`src/rtl/rtcfc_pkg.sv`:
```
// package: register indexes, command codes and conversion helpers for the rtc time format converter
`timescale 1ns / 1ps
`default_nettype none

package rtcfc_pkg;

  localparam logic CMD_DECODE = 1'b0;
  localparam logic CMD_ENCODE = 1'b1;

  localparam logic REG_BCD_MODE     = 1'b0;
  localparam logic REG_HOUR_24_MODE = 1'b1;

  localparam logic [7:0] PM_FLAG      = 8'h80;
  localparam logic [7:0] HOUR_MASK    = 8'h7F;
  localparam logic [7:0] CENTURY_LOW  = 8'd19;
  localparam logic [7:0] CENTURY_HIGH = 8'd21;
  localparam logic [7:0] CENTURY_DEF  = 8'd20;
  localparam logic [4:0] HOURS_HALF   = 5'd12;

  // low nibble plus ten times high nibble, digits not checked
  function automatic logic [7:0] from_bcd(input logic [7:0] v);
    from_bcd = {1'b0, v[7:4], 3'b000} + {3'b000, v[7:4], 1'b0} + {4'b0000, v[3:0]};
  endfunction

  // quotient by ten through reciprocal 205/2048, exact for 8-bit values
  function automatic logic [7:0] to_bcd(input logic [7:0] v);
    logic [18:0] p;
    logic [4:0]  q;
    logic [7:0]  q10;
    logic [7:0]  d;
    p   = {11'd0, v} * 19'd205;
    q   = p[15:11];
    q10 = {q, 3'b000} + {2'b00, q, 1'b0};
    d   = v - q10;
    to_bcd = {q[3:0], d[3:0]};
  endfunction

  // remainder by twelve through reciprocal 171/2048, exact for 8-bit values
  function automatic logic [3:0] mod12(input logic [7:0] v);
    logic [18:0] p;
    logic [4:0]  q;
    logic [7:0]  q12;
    logic [7:0]  d;
    p   = {11'd0, v} * 19'd171;
    q   = p[15:11];
    q12 = {q, 3'b000} + {1'b0, q, 2'b00};
    d   = v - q12;
    mod12 = d[3:0];
  endfunction

  // quotient by one hundred through reciprocal 5243/2^19, exact for 14-bit values
  function automatic logic [7:0] div100(input logic [13:0] v);
    logic [27:0] p;
    p = {14'd0, v} * 28'd5243;
    div100 = p[26:19];
  endfunction

endpackage

`default_nettype wire

```
`src/rtl/rtc_time_format_converter.sv`:
```
// top level: rtc register byte decode and encode with bcd and 12-hour options
// one input register and one result register, with a single conversion stage between them
// throughput: one transaction per cycle while out_ready is high
// each stage holds while the next is stalled, so a waiting result stalls input once s1 is full
// reset: synchronous active high, clears both valid flags, sets bcd_mode and hour_24_mode to 1
`timescale 1ns / 1ps
`default_nettype none

module rtc_time_format_converter (
  input  wire         clk,
  input  wire         rst,
  input  wire         cfg_write,
  input  wire         cfg_index,
  input  wire         cfg_data,
  input  wire         in_valid,
  output logic        in_ready,
  input  wire         cmd,
  input  wire  [7:0]  seconds_in,
  input  wire  [7:0]  minutes_in,
  input  wire  [7:0]  hours_in,
  input  wire  [7:0]  day_in,
  input  wire  [7:0]  month_in,
  input  wire  [13:0] year_in,
  input  wire  [7:0]  century_in,
  output logic        out_valid,
  input  wire         out_ready,
  output logic [7:0]  seconds_out,
  output logic [7:0]  minutes_out,
  output logic [7:0]  hours_out,
  output logic [7:0]  day_out,
  output logic [7:0]  month_out,
  output logic [11:0] year_out,
  output logic [7:0]  century_out,
  output logic        time_valid
);
  import rtcfc_pkg::*;

  logic        bcd_mode;
  logic        hour_24_mode;

  logic        s1_valid;
  logic        s1_cmd;
  logic [7:0]  s1_sec;
  logic [7:0]  s1_min;
  logic [7:0]  s1_hour;
  logic [7:0]  s1_day;
  logic [7:0]  s1_mon;
  logic [13:0] s1_year;
  logic [7:0]  s1_cent;

  logic        s2_ready;

  logic [7:0]  seconds_next;
  logic [7:0]  minutes_next;
  logic [7:0]  hours_next;
  logic [7:0]  day_next;
  logic [7:0]  month_next;
  logic [11:0] year_next;
  logic [7:0]  century_next;
  logic        time_valid_next;

  // decode terms
  logic        dec_pm;
  logic [7:0]  dec_sec;
  logic [7:0]  dec_min;
  logic [7:0]  dec_hour_raw;
  logic [7:0]  dec_hour;
  logic [7:0]  dec_day;
  logic [7:0]  dec_mon;
  logic [7:0]  dec_yb;
  logic [7:0]  dec_cent_raw;
  logic [7:0]  dec_cent;
  logic [11:0] dec_full;
  logic        dec_ok;

  // encode terms
  logic [7:0]  enc_cent;
  logic [6:0]  enc_yr;
  logic [13:0] enc_cent100;
  logic [13:0] enc_rem;
  logic [3:0]  enc_h12;
  logic [7:0]  enc_h12b;
  logic [7:0]  enc_hb;

  assign s2_ready = !out_valid || out_ready;
  assign in_ready = !s1_valid || s2_ready;

  always_ff @(posedge clk) begin
    if (rst) begin
      bcd_mode     <= 1'b1;
      hour_24_mode <= 1'b1;
    end else if (cfg_write) begin
      case (cfg_index)
        REG_BCD_MODE:     bcd_mode     <= cfg_data;
        REG_HOUR_24_MODE: hour_24_mode <= cfg_data;
        default:          bcd_mode     <= bcd_mode;
      endcase
    end
  end

  always_ff @(posedge clk) begin
    if (rst) begin
      s1_valid <= 1'b0;
    end else if (in_ready) begin
      s1_valid <= in_valid;
    end
  end

  always_ff @(posedge clk) begin
    if (in_valid && in_ready) begin
      s1_cmd  <= cmd;
      s1_sec  <= seconds_in;
      s1_min  <= minutes_in;
      s1_hour <= hours_in;
      s1_day  <= day_in;
      s1_mon  <= month_in;
      s1_year <= year_in;
      s1_cent <= century_in;
    end
  end

  always_comb begin
    dec_pm       = !hour_24_mode && ((s1_hour & PM_FLAG) != 8'd0);
    dec_hour_raw = s1_hour & HOUR_MASK;
    dec_yb       = s1_year[7:0];
    dec_cent_raw = s1_cent;
    dec_sec      = s1_sec;
    dec_min      = s1_min;
    dec_day      = s1_day;
    dec_mon      = s1_mon;
    if (bcd_mode) begin
      dec_sec      = from_bcd(s1_sec);
      dec_min      = from_bcd(s1_min);
      dec_hour_raw = from_bcd(s1_hour & HOUR_MASK);
      dec_day      = from_bcd(s1_day);
      dec_mon      = from_bcd(s1_mon);
      dec_yb       = from_bcd(s1_year[7:0]);
      dec_cent_raw = from_bcd(s1_cent);
    end
    dec_hour = dec_hour_raw;
    if (!hour_24_mode) begin
      dec_hour = {4'd0, mod12(dec_hour_raw)} + (dec_pm ? {3'd0, HOURS_HALF} : 8'd0);
    end
    dec_cent = dec_cent_raw;
    if (dec_cent_raw < CENTURY_LOW || dec_cent_raw > CENTURY_HIGH) begin
      dec_cent = CENTURY_DEF;
    end
    dec_full = ({4'd0, dec_cent} * 12'd100) + {4'd0, dec_yb};
    dec_ok   = (dec_mon >= 8'd1) && (dec_mon <= 8'd12) && (dec_day >= 8'd1) &&
               (dec_day <= 8'd31) && (dec_hour < 8'd24) && (dec_min < 8'd60) &&
               (dec_sec < 8'd60);
  end

  always_comb begin
    enc_cent    = div100(s1_year);
    enc_cent100 = {6'd0, enc_cent} * 14'd100;
    enc_rem     = s1_year - enc_cent100;
    enc_yr      = enc_rem[6:0];
    enc_h12     = mod12(s1_hour);
    enc_h12b    = (enc_h12 == 4'd0) ? {3'd0, HOURS_HALF} : {4'd0, enc_h12};
    if (bcd_mode) begin
      enc_h12b = to_bcd(enc_h12b);
    end
    if (hour_24_mode) begin
      enc_hb = bcd_mode ? to_bcd(s1_hour) : s1_hour;
    end else begin
      enc_hb = enc_h12b | ((s1_hour >= {3'd0, HOURS_HALF}) ? PM_FLAG : 8'd0);
    end
  end

  always_comb begin
    case (s1_cmd)
      CMD_DECODE: begin
        seconds_next    = dec_sec;
        minutes_next    = dec_min;
        hours_next      = dec_hour;
        day_next        = dec_day;
        month_next      = dec_mon;
        year_next       = dec_full;
        century_next    = 8'd0;
        time_valid_next = dec_ok;
      end
      CMD_ENCODE: begin
        seconds_next    = bcd_mode ? to_bcd(s1_sec) : s1_sec;
        minutes_next    = bcd_mode ? to_bcd(s1_min) : s1_min;
        hours_next      = enc_hb;
        day_next        = bcd_mode ? to_bcd(s1_day) : s1_day;
        month_next      = bcd_mode ? to_bcd(s1_mon) : s1_mon;
        year_next       = {4'd0, (bcd_mode ? to_bcd({1'b0, enc_yr}) : {1'b0, enc_yr})};
        century_next    = bcd_mode ? to_bcd(enc_cent) : enc_cent;
        time_valid_next = 1'b1;
      end
      default: begin
        seconds_next    = 8'd0;
        minutes_next    = 8'd0;
        hours_next      = 8'd0;
        day_next        = 8'd0;
        month_next      = 8'd0;
        year_next       = 12'd0;
        century_next    = 8'd0;
        time_valid_next = 1'b0;
      end
    endcase
  end

  always_ff @(posedge clk) begin
    if (rst) begin
      out_valid <= 1'b0;
    end else if (s2_ready) begin
      out_valid <= s1_valid;
    end
  end

  always_ff @(posedge clk) begin
    if (s1_valid && s2_ready) begin
      seconds_out <= seconds_next;
      minutes_out <= minutes_next;
      hours_out   <= hours_next;
      day_out     <= day_next;
      month_out   <= month_next;
      year_out    <= year_next;
      century_out <= century_next;
      time_valid  <= time_valid_next;
    end
  end

`ifndef SYNTHESIS
  a_accept_fills_s1: assert property (@(posedge clk) disable iff (rst)
    in_valid && in_ready |=> s1_valid)
    else $error("accepted transaction not held in input register");

  a_s1_holds: assert property (@(posedge clk) disable iff (rst)
    s1_valid && !s2_ready |=> s1_valid && $stable(s1_cmd) && $stable(s1_year))
    else $error("input register changed while stalled");

  a_encode_valid: assert property (@(posedge clk) disable iff (rst)
    s1_valid && s2_ready && (s1_cmd == CMD_ENCODE) |=> out_valid && time_valid)
    else $error("encode result without time_valid");

  a_decode_century: assert property (@(posedge clk) disable iff (rst)
    s1_valid && s2_ready && (s1_cmd == CMD_DECODE)
    |=> out_valid && (century_out == 8'd0) && (year_out >= 12'd1900))
    else $error("decode result with bad century or year");
`endif

endmodule

`default_nettype wire
```
`config.mk`:
```
export PLATFORM = sky130hd
export DESIGN_NAME = rtc_time_format_converter
export DESIGN_NICKNAME = d
export VERILOG_FILES = /design/src/rtl/rtcfc_pkg.sv /design/src/rtl/rtc_time_format_converter.sv
export SDC_FILE = /design/constraint.sdc
export NUM_CORES = 1
export LEC_CHECK = 0
export BUFFER_PORTS_ARGS = -buffer_cell sky130_fd_sc_hd__buf_2
export CAP_MARGIN = 15
export CORE_UTILIZATION = 50
export DETAILED_ROUTE_END_ITERATION = 12
export PLACE_DENSITY = 0.7
export SYNTH_ARGS = -nofsm -noshare
export SYNTH_HDL_FRONTEND = slang
export SYNTH_SLANG_ARGS = --single-unit
```
`constraint.sdc`:
```
create_clock -name clk -period 9.55 [get_ports clk]
set_input_delay 1.4325 -clock clk [delete_from_list [all_inputs] [get_ports clk]]
set_output_delay 1.4325 -clock clk [all_outputs]
set_load 0.05 [all_outputs]
```
## Yosys cells after proc, flatten, opt, wreduce, memory -nomap -nowiden

Cells that the tools add are included.

- Flip-flop bits (word level): 128
- Latch bits: 0
- Memory bits (writable): 0
- Memory bits (read-only): 0
- Bits of input ports: 70
- Output and inout bits: 63
- Memories: 0

- Add/subtract/negate cells: 37
- $mul: 13
- Divide/modulo/power cells: 0
- Magnitude comparators: 10
- Equality and inequality tests: 0
- Shifts and indexed selects: 0
- Muxes and demuxes: 29
- Bitwise logic cells: 3
- Reductions and logical operators: 18

Operators with widths:

| kind | count |
|---|---|
| two-way mux 8 bit | 18 |
| case mux 8 bit (2 select lines) | 6 |
| multiplier 8 x 8 -> 15 bit (second input constant) | 6 |
| adder 7 x 5 -> 8 bit | 6 |
| adder 8 x 4 -> 8 bit | 6 |
| subtractor 4 bit | 10 |
| adder 4 bit | 9 |
| multiplier 14 x 13 -> 27 bit (second input constant) | 1 |
| multiplier 8 x 8 -> 13 bit (second input constant) | 2 |
| case mux 12 bit (2 select lines) | 1 |
| >= comparator 8 x 1 -> 1 bit (second input constant) | 2 |
| < comparator 8 x 5 -> 1 bit (second input constant) | 2 |
| < comparator 8 x 6 -> 1 bit (second input constant) | 2 |
| multiplier 7 x 8 -> 15 bit (second input constant) | 1 |
| adder 12 x 8 -> 12 bit | 1 |
| multiplier 4 x 8 -> 12 bit (second input constant) | 1 |
| multiplier 8 x 5 -> 10 bit (second input constant) | 1 |
| logical AND 1 bit | 9 |
| adder 7 x 4 -> 8 bit | 1 |
| >= comparator 8 x 4 -> 1 bit (second input constant) | 1 |
| > comparator 8 x 5 -> 1 bit (second input constant) | 1 |
| less-or-equal comparator 8 x 4 -> 1 bit (second input constant) | 1 |
| less-or-equal comparator 8 x 5 -> 1 bit (second input constant) | 1 |
| multiplier 8 x 5 -> 5 bit (second input constant) | 1 |
| other kinds (13) | 20 |

## Longest topological paths before layout

Gate-level depths: netlist (run 1).

- Depth in word-level cells: 13
- Mapped depth: 44
- Gate-level depth less buffers: 44

## Least setup slack after synthesis (run 1)

OpenSTA, ideal clock, no wires.

- Path kind: reg2reg
- Start point: register s1_year[4]
- End point: register year_out[3], data pin
- Data arrival time: 9,973 ps
- Slack: -687 ps
- Cell stages (with the launch flop): 44
- Buffers on the path: 0
- Cell sequence: edfxtp_1 inv_1 fa_1 inv_1 ha_1 fa_1 inv_1 fa_1 fa_1 inv_1 ha_1 a211oi_1 nor2_1 or4_1 o221ai_2 nand2b_1 xnor2_1 inv_1 [8 not listed] fa_1 inv_1 fa_1 inv_1 ha_1 o211a_1 o21ai_1 a21o_1 a21boi_1 o21a_1 nor2_1 xnor2_1 ha_1 a211oi_1 xnor3_1 or3_1 nand3_1 o21ai_1

- Longest elaborated chain between the ends: 8
- Elaborated cells between the ends (all ways): 12
- Those cells by class: add/sub (6); mul (3); mux (3)

RTL lines:

| element | line | text |
|---|---|---|
| start, declared | rtc_time_format_converter.sv:48 | `logic [13:0] s1_year;` |
| start signal, assigned | rtc_time_format_converter.sv:117 | `s1_year <= year_in;` |
| multiplier 14 x 13 -> 27 bit | rtcfc_pkg.sv:54 | `p = {14'd0, v} * 28'd5243;` |
| multiplier 8 x 5 -> 5 bit | rtc_time_format_converter.sv:156 | `enc_cent100 = {6'd0, enc_cent} * 14'd100;` |
| subtractor 7 bit | rtc_time_format_converter.sv:157 | `enc_rem = s1_year - enc_cent100;` |
| multiplier 7 x 8 -> 15 bit | rtcfc_pkg.sv:31 | `p = {11'd0, v} * 19'd205;` |
| adder 4 bit | rtcfc_pkg.sv:33 | `q10 = {q, 3'b000} + {2'b00, q, 1'b0};` |
| subtractor 4 bit | rtcfc_pkg.sv:34 | `d = v - q10;` |
| two-way mux 8 bit | rtc_time_format_converter.sv:189 | `year_next = {4'd0, (bcd_mode ? to_bcd({1'b0, enc_yr}) : {1'b0, enc_yr})};` |
| case mux 12 bit (2 select lines) * | rtc_time_format_converter.sv:172 | `case (s1_cmd)` |
| via year_next[3] | rtc_time_format_converter.sv:58 | `logic [11:0] year_next;` |
| end signal, assigned | rtc_time_format_converter.sv:221 | `year_out <= year_next;` |
| end, declared | rtc_time_format_converter.sv:32 | `output logic [11:0] year_out,` |

Mark *: on every way through the listed nets, which the timed path passes. The rest lies on a longest branch.
A chain may end at the register's enable or synchronous reset.

## Worst setup path after layout (run 1)

- Start point: register s1_year[9]
- End point: register year_out[3], data pin

- Longest elaborated chain between the ends: 8

RTL lines:

| element | line |
|---|---|
| multiplier 14 x 13 -> 27 bit * | rtcfc_pkg.sv:54 |
| multiplier 8 x 5 -> 5 bit * | rtc_time_format_converter.sv:156 |
| subtractor 7 bit * | rtc_time_format_converter.sv:157 |
| multiplier 7 x 8 -> 15 bit | rtcfc_pkg.sv:31 |
| adder 4 bit | rtcfc_pkg.sv:33 |
| subtractor 4 bit | rtcfc_pkg.sv:34 |
| two-way mux 8 bit * | rtc_time_format_converter.sv:189 |
| case mux 12 bit (2 select lines) * | rtc_time_format_converter.sv:172 |
| via year_next[3] | rtc_time_format_converter.sv:58 |

Marks and branches as above.

==> summary.json, run 1 <==
{
  "status": "finished with violations",
  "violated_checks": "setup timing",
  "timing.final.ws_setup_ps": -333,
  "ys_seq_elements": 128,
  "area_delta_synth_final_pct": 16.8,
  "critical_path.slowest_cell": "fa_1",
  "path_clk_slew_ps": 70,
  "first_pass_drt_iterations": 5,
  "max-slew-margin-rel_pct": 29.7,
  "route.detailed.drc": 0,
  "endpoint_kind": "flip-flop",
  "placement.io_buffers": 132,
  "global_route.overflow_total": 0,
  "critical_path.max_fanout": 3,
  "timing.critical_path.buf_inv": 9,
  "clock_tree.root_cell": "clkbuf_16",
  "synth-main-ff-cell": "edfxtp_1",
  "syn_inst": 2097,
  "tritoncts.num_buffers": 17,
  "initial_cell_density_of_the_core_pct": 50.9,
  "worst_hold_path.num_cells": 2,
  "wl_per_cell_um": 16.5,
  "grt_setup_unrepaired": "true",
  "area_share_of_the_largest_cell_type_after_synthesis_pct": 32.5,
  "die_width_um": 206,
  "post_synth_num_cell_types": 83,
  "drt-initial-drc-count": 568,
  "count_of_cells_along_the_worst_register_to_register_path": 43,
  "largest_register_ffs": 14,
  "path_depth": 43,
  "yosys.cell_count.top_type": "ha_1",
  "drive_gt1_share_pct": 17.2,
  "clockBufferDepth": 2,
  "post_drt_via_cell_ratio": 5.24,
  "grt_pass1_wl_um": 79100,
  "synth.yosys.seq_area_share_pct": 18.3,
  "max_stage_delay_ps": 490,
  "finish.net_count": 3162,
  "core_area_um2": 40900,
  "synth_enable_flop_cells": 124,
  "finalCriticalPeriod_ps": 9880,
  "synth_area_leaders": "ha_1 32%, edfxtp_1 18%, fa_1 17%",
  "timing.critical_path.arrival_ps": 10090,
  "finalCritPeriodShare_pct": 103,
  "cts_hold_buffers": 0,
  "antenna_found_initial": 0,
  "std_cell_rows": 74,
  "netlist_top_cells_count": "541 x ha_1, 491 x inv_1, 176 x fa_1",
  "timing.hold.worst.class": "flip-flop to flip-flop",
  "critPathTopFamily": "adder cells",
  "syn_area_um2": 20800,
  "max-cap-violations": 0,
  "yosys.area.top_type": "ha_1",
  "slew_violations": 0,
  "ant_nets": 0,
  "fmaxAchievable_ghz": 0.101,
  "via_count": 15300,
  "actual_transition_at_the_worst_max_transition_pin_ps": 1050,
  "die_h_um": 206,
  "most_prevalent_standard_cell_on_the_critical_path": "fa_1",
  "design.die.area_um2": 42500,
  "reg_top3": "s1_year: 14 flops, year_out: 12 flops",
  "clock_skew_ps": 19.6,
  "numClockSinks": 128,
  "first_global_vias": 16300,
  "ys_warn_count": 0,
  "report.final.hold_viol_count": 0,
  "timing.critical_path.required_ps": 9750,
  "syn_avg_cell_area_um2": 9.93,
  "final-setup-viol-count": 3,
  "insertion_delay_ps": 500,
  "grt.total_usage_pct": 24.0,
  "num_antenna_cells": 0,
  "start_kind": "flip-flop",
  "ys_async_sr_fraction_pct": 0,
  "worstSetupPathType": "flip-flop to flip-flop",
  "cts_max_level": 4,
  "wl_um": 48200,
  "dpl.hpwl_um": 38800,
  "largest-register": "s1_year",
  "cts_tree": "built",
  "io_pins": 133,
  "global_placer_s_final_weighted_congestion": 0.921,
  "fin_tns_setup_ps": -620,
  "grt_start_max_net_pins": 78
}
-- final cells by class --
class                      instances  area (um^2)
clock inverter                    15          233
timing repair buffer             278         1780
sequential                       128         3810
multi-input combinational       1457        15600
tap                              532          666
fill                            3394        16600
inverter                         493         1860
clock buffer                      17          425
-- tightest hold or removal path: stages, from the launching register on --
cell and delay (ps):
dfxtp_1 340, nor2_1 110, nor2_1 40
-- timing repair --
item	CTS	global route
pin swaps	56	47
gates resized for setup	31	27
buffers inserted	20	10
endpoints found under the hold margin	0	0
setup endpoints to repair	3	8
-- layer usage --
metal / part of all wire (%) / track usage, % / vias up
met5: 0 / 0 / -
met4: 3.3 / 9.45 / 0
met3: 3.7 / 3.61 / 87
met2: 49 / 41.3 / 271
met1: 44 / 30.1 / 7375
li1: - / - / 7557
-- cell families (layout without fill, tap and decap cells) --
group / count (synthesis) / in the layout / synth area share, %
adder cells (fa/ha/maj): 718 / 718 / 49.5
buffers and inverters: 520 / 803 / 9.44
AO/OA/AOI/OAI: 297 / 297 / 9.43
AND/OR/NAND/NOR: 268 / 268 / 6.10
XOR/XNOR: 135 / 135 / 5.78
flip-flops: 128 / 128 / 18.3
multiplexers: 29 / 29 / 1.50
other: 2 / 10 / 0.0361
-- through the flow --
step,area (um^2),hold slack (ps),cells,util (%),setup WS [ps]
floorplan,21000,478,2105,-,-334
global placement,23100,500,2858,56.4,-360
detailed placement,23100,519,2858,56.4,-534
CTS,24100,530,2910,58.9,-283
global route,24300,567,2920,59.4,-778
finish,24300,528,2920,59.4,-333
-- placed cells by master, fill, tap and decap left out, drive strengths merged, types with 4 or more instances in the layout --
cell type and instances:
xor2 32, o211a 4, a21oi 96, o21ai 64, o211ai 9, o21bai 17, nand3 18, mux2i 20
bufinv 5, nor2 75, ha 541, conb 10, o221ai 7, a21boi 9, nor4 5, mux2 8
edfxtp 124, and2 14, and3 4, xnor2 102, fa 176, nor3 11, a211oi 11, nand2 89
dfxtp 4, nor2b 14, o21a 6, clkinv 4, a21o 30, buf 278, clkbuf 17, nand2b 8
a31oi 8, nand4 9, inv 496
-- path summary, 6_finish.rpt --
path                                  from          end  slack [ps]
worst min-delay path              s1_valid    out_valid         530
worst min register to register    s1_valid    out_valid         530
worst max-delay path            s1_year[9]  year_out[3]        -330
worst max register to register  s1_year[9]  year_out[3]        -330
Power of run 1 is not shown: default switching activity piles up to over one toggle a cycle in this logic, so the estimate is an artifact.
==> run 2: changes to the inputs <==
--- a/config.mk
+++ b/config.mk
@@ -7,9 +7,11 @@
 export LEC_CHECK = 0
 export BUFFER_PORTS_ARGS = -buffer_cell sky130_fd_sc_hd__buf_2
 export CAP_MARGIN = 15
+export CORE_ASPECT_RATIO = 1.25
 export CORE_UTILIZATION = 50
 export DETAILED_ROUTE_END_ITERATION = 12
 export PLACE_DENSITY = 0.7
+export SETUP_SLACK_MARGIN = 0.5
 export SYNTH_ARGS = -nofsm -noshare
 export SYNTH_HDL_FRONTEND = slang
 export SYNTH_SLANG_ARGS = --single-unit
==> run 2 against run 1 <==
Effect of this change: the run still ends with setup timing left; register-to-register slack lost 99 ps; design area grew 0.73%; maximum frequency shrank 1.0%; highest routed layer unchanged.
==> summary.json, run 2 (synthesis gave the netlist of run 1 again) <==
{
  "clock_skew": {"value": 17.1, "unit": "ps", "change": "-2.50 ps"},
  "max_stage_delay": {"value": 500, "unit": "ps", "change": "about the same"},
  "start_kind": "flip-flop",
  "std_cell_rows": {"value": 83, "change": "+12%"},
  "timing.critical_path.required": {"value": 9740, "unit": "ps", "change": "about the same"},
  "drt-initial-drc-count": {"value": 631, "change": "+11%"},
  "post_drt_via_cell_ratio": {"value": 5.27, "change": "+0.70%"},
  "max-cap-violations": {"value": 0, "change": "unchanged"},
  "slew_violations": {"value": 0, "change": "unchanged"},
  "groute.layer.met1.usage": {"value": 26.9, "unit": "%", "change": "-3.2 points"},
  "finalCriticalPeriod": {"value": 9980, "unit": "ps", "change": "+99.4 ps"},
  "antenna_found_initial": {"value": 0, "change": "unchanged"},
  "die_width": {"value": 185, "unit": "um", "change": "-10%"},
  "finalCritPeriodShare": {"value": 105, "unit": "%", "change": "+1.0 points"},
  "gr-max-usage-layer": "met2",
  "grt.total_usage": {"value": 24.1, "unit": "%", "change": "+0.051 points"},
  "grt_setup_unrepaired": "true",
  "core_area": {"value": 41100, "unit": "um^2", "change": "+0.49%"},
  "path_clk_slew": {"value": 70, "unit": "ps", "change": "about the same"},
  "design.die.area": {"value": 42500, "unit": "um^2", "change": "about the same"},
  "reg_top3": "s1_year: 14 flops, year_out: 12 flops",
  "timing.critical_path.buf_inv": {"value": 9, "change": "unchanged"},
  "first_pass_drt_iterations": {"value": 5, "change": "unchanged"},
  "cts_max_level": {"value": 4, "change": "unchanged"},
  "final_cell_mix": "518 x ha_1, 475 x inv_1, 172 x fa_1",
  "io_pins": {"value": 133, "change": "unchanged"},
  "fmaxAchievable": {"value": 0.100, "unit": "GHz", "change": "-1.0%"},
  "clock_tree.root_cell": "clkbuf_16",
  "timing.critical_path.arrival": {"value": 10170, "unit": "ps", "change": "+80 ps"},
  "drive_gt1_share": {"value": 17.8, "unit": "%", "change": "+0.60 points"},
  "global_placer_s_final_weighted_congestion": {"value": 0.912, "change": "-1.0%"},
  "actual_transition_at_the_worst_max_transition_pin": {"value": 1090, "unit": "ps", "change": "+36.5 ps"},
  "global_route.overflow_total": {"value": 0, "change": "unchanged"},
  "via_count": {"value": 15600, "change": "+1.7%"},
  "grt_start_max_net_pins": {"value": 79, "change": "+1.3%"},
  "initial_cell_density_of_the_core": {"value": 50.7, "unit": "%", "change": "-0.25 points"},
  "area_delta_synth_final_pct": 17.6,
  "dpl.hpwl": {"value": 39300, "unit": "um", "change": "+1.5%"},
  "largest_register_ffs": {"value": 14, "change": "unchanged"},
  "cts_hold_buffers": {"value": 0, "change": "unchanged"},
  "placement.io_buffers": {"value": 132, "change": "unchanged"},
  "largest-register": "s1_year",
  "most_prevalent_standard_cell_on_the_critical_path": "fa_1",
  "wl_per_cell": {"value": 16.5, "unit": "um", "change": "-0.16%"},
  "endpoint_kind": "flip-flop",
  "timing.hold.worst.class": "flip-flop to flip-flop",
  "num_antenna_cells": {"value": 0, "change": "unchanged"},
  "layout.core_utilization": {"value": 59.6, "unit": "%", "change": "+0.14 points"},
  "final-setup-viol-count": {"value": 3, "change": "unchanged"},
  "tritoncts.num_buffers": {"value": 17, "change": "unchanged"},
  "layout_commonest_cell": "ha_1",
  "ant_nets": {"value": 0, "change": "unchanged"},
  "critical_path.max_fanout": {"value": 4, "change": "+1"},
  "insertion_delay": {"value": 470, "unit": "ps", "change": "-30 ps"},
  "critical_path.slowest_cell": "fa_1",
  "violated_checks": "setup timing",
  "timing.final.ws_setup": {"value": -433, "unit": "ps", "change": "-99.4 ps"},
  "worstSetupPathType": "flip-flop to flip-flop",
  "numClockSinks": {"value": 128, "change": "unchanged"},
  "report.final.hold_viol_count": {"value": 0, "change": "unchanged"},
  "die_h": {"value": 230, "unit": "um", "change": "+12%"},
  "wl": {"value": 48600, "unit": "um", "change": "+0.87%"},
  "status": "finished with violations",
  "met3_usage": {"value": 3.18, "unit": "%", "change": "-0.43 points"},
  "clockBufferDepth": {"value": 2, "change": "unchanged"},
  "first_global_vias": {"value": 16800, "change": "+2.6%"},
  "cts_tree": "built",
  "finish.net_count": {"value": 3172, "change": "+0.32%"},
  "route.detailed.drc": {"value": 0, "change": "unchanged"},
  "slack_of_the_worst_reg_to_reg_path": {"value": -430, "unit": "ps", "change": "-100 ps"},
  "use_met2": {"value": 45.5, "unit": "%", "change": "+4.2 points"},
  "max-slew-margin-rel": {"value": 27.3, "unit": "%", "change": "-2.4 points"},
  "grt_pass1_wl": {"value": 80200, "unit": "um", "change": "+1.4%"},
  "critPathTopFamily": "adder cells"
}
run 2: per-stage QoR:
stage	hold WS, ps	setup WS, ps	cell area [um^2]	instances	setup TNS, ps
6_report	520	-433	24500	2950	-874
5_1_grt	547	-805	24500	2950	-2880
4_1_cts	527	-411	24200	2938	-492
3_5_place_dp	516	-528	23200	2886	-886
3_3_place_gp	501	-336	23200	2886	-557
2_1_floorplan	478	-333	21000	2105	-333
run 2: layer usage:
metal / up-vias / part of all wire, %
met4: 0 / 3.2
li1: 7571 / -
met1: 7540 / 40
met3: 106 / 3.4
met5: - / 0
met2: 338 / 53
run 2: path summary, 6_finish.rpt:
| check | startpoint | end | cells past startpoint |
|---|---|---|---|
| max | s1_year[9] | year_out[3] | 44 |
| max reg2reg | s1_year[9] | year_out[3] | 44 |
| min reg2reg | s1_valid | out_valid | 2 |
| min | s1_valid | out_valid | 2 |
run 2: area by class of cell:
type,count,area (um^2)
clock inverters,13,235
flip-flops and latches,128,3810
clock buffers,19,443
fillers,3403,16600
multi-input cells,1457,15600
well taps,552,691
inverters,493,1860
repair buffers,288,1900
run 2: repair_timing:
| item | CTS | global route |
|---|---|---|
| pin swaps | 40 | 37 |
| setup endpoints to repair | 9 | 14 |
| buffers inserted | 20 | 12 |
| gates resized for setup | 29 | 42 |
run 2: worst register-to-register path: cells and delay by family (launching register included):
kind                       cells  cell delay (ps)
and+or+nand+nor                5             1120
adders and majority gates     14             5080
AOI/OAI and AO/OA             11             1640
buffers and inverters          9              560
xor gates and xnor gates       5              840
DFF                            1              480
Power of run 2 is left out for the same reason.
==> run 3: changes to the inputs <==
--- a/config.mk
+++ b/config.mk
@@ -5,6 +5,7 @@
 export SDC_FILE = /design/constraint.sdc
 export NUM_CORES = 1
 export LEC_CHECK = 0
+export ABC_AREA = 1
 export BUFFER_PORTS_ARGS = -buffer_cell sky130_fd_sc_hd__buf_2
 export CAP_MARGIN = 15
 export CORE_ASPECT_RATIO = 1.25
==> run 3 against run 2 <==
Effect of this change: the run now ends clean; via count up 5.0%; area after synthesis increased by 1.6%; largest cell class unchanged; design area is 2.0% lower; utilization is 1.6 points lower.
==> summary.json, run 3 <==
{
  "status": "finished, final reports clean",
  "count_of_cells_along_the_worst_register_to_register_path": {"value": 47, "change": "+6.8%"},
  "max-cap-violations": {"value": 0, "change": "unchanged"},
  "final_cell_mix": "568 x inv_1, 513 x ha_1, 296 x nand2_1",
  "wl_per_cell": {"value": 16.1, "unit": "um", "change": "-2.1%"},
  "clock_tree.root_cell": "clkbuf_16",
  "worst_hold_path.num_cells": {"value": 2, "change": "unchanged"},
  "grt_start_max_net_pins": {"value": 64, "change": "-19%"},
  "synth.yosys.seq_area_share": {"value": 18.0, "unit": "%", "change": "-0.28 points"},
  "syn_inst": {"value": 2354, "change": "+12%"},
  "io_pins": {"value": 133, "change": "unchanged"},
  "global_route.overflow_total": {"value": 0, "change": "unchanged"},
  "core_area": {"value": 41400, "unit": "um^2", "change": "+0.76%"},
  "fin_tns_setup": {"value": 0, "unit": "ps", "change": "+874 ps"},
  "drt-initial-drc-count": {"value": 761, "change": "+21%"},
  "ant_nets": {"value": 0, "change": "unchanged"},
  "clockBufferDepth": {"value": 2, "change": "unchanged"},
  "cts_max_level": {"value": 4, "change": "unchanged"},
  "syn_avg_cell_area": {"value": 8.99, "unit": "um^2", "change": "-9.5%"},
  "filler_cell_count": {"value": 3479, "change": "+2.2%"},
  "timing.critical_path.required": {"value": 9760, "unit": "ps", "change": "+20 ps"},
  "max-slew-margin-rel": {"value": 36.7, "unit": "%", "change": "+9.4 points"},
  "crit_path_end": "year_out[3]",
  "finalCritPeriodShare": {"value": 94.3, "unit": "%", "change": "-10 points"},
  "syn_area": {"value": 21200, "unit": "um^2", "change": "+1.6%"},
  "die_width": {"value": 186, "unit": "um", "change": "+0.77%"},
  "critical_path.reg2reg.startpoint": "s1_year[9]",
  "die_h": {"value": 232, "unit": "um", "change": "+0.78%"},
  "critical_path.max_fanout": {"value": 5, "change": "+1"},
  "path_depth": {"value": 47, "change": "+6.8%"},
  "via_count": {"value": 16300, "change": "+5.0%"},
  "post_synth_num_cell_types": {"value": 56, "change": "-33%"},
  "wl": {"value": 50200, "unit": "um", "change": "+3.3%"},
  "largest-register": "s1_year",
  "crit_start": "s1_year[9]",
  "area_share_of_the_largest_cell_type_after_synthesis": {"value": 32.0, "unit": "%", "change": "-0.50 points"},
  "timing.critical_path.buf_inv": {"value": 8, "change": "-1"},
  "whs": {"value": 522, "unit": "ps", "change": "+2.12 ps"},
  "post_drt_via_cell_ratio": {"value": 5.25, "change": "-0.50%"},
  "ys_seq_elements": {"value": 128, "change": "unchanged"},
  "yosys.cell_count.top_type": "inv_1",
  "critPathTopFamily": "adder cells",
  "yosys.area.top_type": "ha_1",
  "tritoncts.num_buffers": {"value": 17, "change": "unchanged"},
  "synth_enable_flop_cells": {"value": 124, "change": "unchanged"},
  "worstReg2RegEnd": "year_out[3]",
  "timing.hold.worst.class": "flip-flop to flip-flop",
  "actual_transition_at_the_worst_max_transition_pin": {"value": 940, "unit": "ps", "change": "-148 ps"},
  "slew_violations": {"value": 0, "change": "unchanged"},
  "clock_skew": {"value": 12.3, "unit": "ps", "change": "-4.76 ps"},
  "design.die.area": {"value": 43100, "unit": "um^2", "change": "+1.6%"},
  "global_placer_s_final_weighted_congestion": {"value": 0.930, "change": "+2.0%"},
  "grt_pass1_wl": {"value": 80900, "unit": "um", "change": "+0.78%"},
  "initial_cell_density_of_the_core": {"value": 51.1, "unit": "%", "change": "+0.41 points"},
  "insertion_delay": {"value": 470, "unit": "ps", "change": "about the same"},
  "critical_path.slowest_cell": "edfxtp_1",
  "design_area": {"value": 24000, "unit": "um^2", "change": "-2.0%"},
  "final-setup-viol-count": {"value": 0, "change": "-3"},
  "grt_setup_unrepaired": "true",
  "area_delta_synth_final_pct": 13.5,
  "synth_area_leaders": "ha_1 32%, edfxtp_1 18%, fa_1 17%",
  "slack_of_the_worst_reg_to_reg_path": {"value": 540, "unit": "ps", "change": "+980 ps"},
  "finalCriticalPeriod": {"value": 9010, "unit": "ps", "change": "-977 ps"},
  "ys_warn_count": {"value": 0, "change": "unchanged"},
  "finish.net_count": {"value": 3334, "change": "+5.1%"},
  "grt.total_usage": {"value": 24.1, "unit": "%", "change": "+0.082 points"},
  "synth-main-ff-cell": "edfxtp_1",
  "start_kind": "flip-flop",
  "worstSetupPathType": "flip-flop to flip-flop",
  "layout_commonest_cell": "inv_1",
  "fmaxAchievable": {"value": 0.111, "unit": "GHz", "change": "+11%"},
  "endpoint_kind": "flip-flop",
  "path_clk_slew": {"value": 70, "unit": "ps", "change": "about the same"},
  "ys_async_sr_fraction": {"value": 0, "unit": "%", "change": "unchanged"},
  "report.final.hold_viol_count": {"value": 0, "change": "unchanged"},
  "placement.cell_area": {"value": 22600, "unit": "um^2", "change": "-2.7%"},
  "max_stage_delay": {"value": 560, "unit": "ps", "change": "+60 ps"},
  "first_pass_drt_iterations": {"value": 5, "change": "unchanged"},
  "cts_tree": "built",
  "std_cell_rows": {"value": 83, "change": "unchanged"},
  "first_global_vias": {"value": 17100, "change": "+2.2%"},
  "netlist_top_cells_count": "587 x inv_1, 541 x ha_1, 308 x nand2_1",
  "placement.io_buffers": {"value": 132, "change": "unchanged"},
  "hold_path_startpoint": "out_valid",
  "drive_gt1_share": {"value": 14.0, "unit": "%", "change": "-3.8 points"},
  "dpl.hpwl": {"value": 40900, "unit": "um", "change": "+3.9%"},
  "largest_register_ffs": {"value": 14, "change": "unchanged"},
  "route.detailed.drc": {"value": 0, "change": "unchanged"},
  "reg_top3": "s1_year: 14 flops, year_out: 12 flops",
  "timing.critical_path.arrival": {"value": 9210, "unit": "ps", "change": "-960 ps"},
  "numClockSinks": {"value": 128, "change": "unchanged"},
  "layout.core_utilization": {"value": 58.0, "unit": "%", "change": "-1.6 points"},
  "antenna_found_initial": {"value": 1, "change": "+1"},
  "cts_hold_buffers": {"value": 0, "change": "unchanged"}
}
-- run 3: cell count changes in the layout (fill, tap and decap cells not counted), sizes merged, moves of 14 or more --
cell,delta
nor2b,-14
a21o,-22
nand3,+35
xnor2,-55
nand2,+232
inv,+105
or2,+21
o21ai,+24
and2,-14
mux2i,-20
nor2,+18
buf,-99
-- run 3: cells by family (layout without fill, tap and decap cells) --
logic type	count (synthesis)	in the layout	synth area share, %
adders and majority gates	717	717	48.6
buffers and inverters	616	814	11.0
and+or+nand+nor	520	520	10.6
AOI/OAI and AO/OA	280	280	7.92
DFF	128	128	18.0
xor gates and xnor gates	91	91	3.84
other	2	11	0.0355
-- run 3: worst min path at each step --
stage / to / slack, ps
3_5_place_dp: out_valid / 520
3_3_place_gp: out_valid / 510
4_1_cts: out_valid / 520
5_1_grt: out_valid / 560
2_1_floorplan: out_valid / 440
6_report: out_valid / 520
-- run 3: tightest hold or removal path, cell delays in order (launching register included) --
cell and delay, ps:
dfxtp_1 350, nand2_1 80, a21oi_1 50
-- run 3: timing repair --
action                                  4_1_cts  5_1_grt
gates resized for setup                      40       67
buffers inserted                             27       11
pin swaps                                    25       67
hold endpoints to repair                      0        0
endpoints found under the setup margin        5        8
-- run 3: cell type report --
| type | count | area [um^2] | share of cell area [%] |
|---|---|---|---|
| timing repair buffer | 189 | 1110 | 4.63 |
| clock buffer | 17 | 425 | 1.77 |
| inverter | 593 | 2230 | 9.28 |
| tap | 552 | 691 | 2.88 |
| multi-input combinational | 1618 | 15600 | 65.0 |
| sequential | 128 | 3800 | 15.8 |
| antenna | 1 | 2.50 | 0.0104 |
| clock inverter | 15 | 153 | 0.636 |
-- run 3: through the flow --
stage                     cells  setup WS (ps)
after global placement     3042            162
after floorplan            2362            512
after detailed placement   3042           65.5
final                      3113            544
after CTS                  3101            485
after global routing       3113           13.9
-- run 3: per-layer routing --
| metal | vias to the layer above | wire length, um | part of all wire, % | global-route usage [%] |
|---|---|---|---|---|
| met5 | - | 0 | 0 | 0 |
| met4 | 0 | 1700 | 3.4 | 10.1 |
| met3 | 112 | 1780 | 3.5 | 3.43 |
| met2 | 358 | 26700 | 53 | 45.3 |
| met1 | 7852 | 20100 | 40 | 26.7 |
| li1 | 8010 | - | - | - |
Power of run 3 is left out for the same reason.
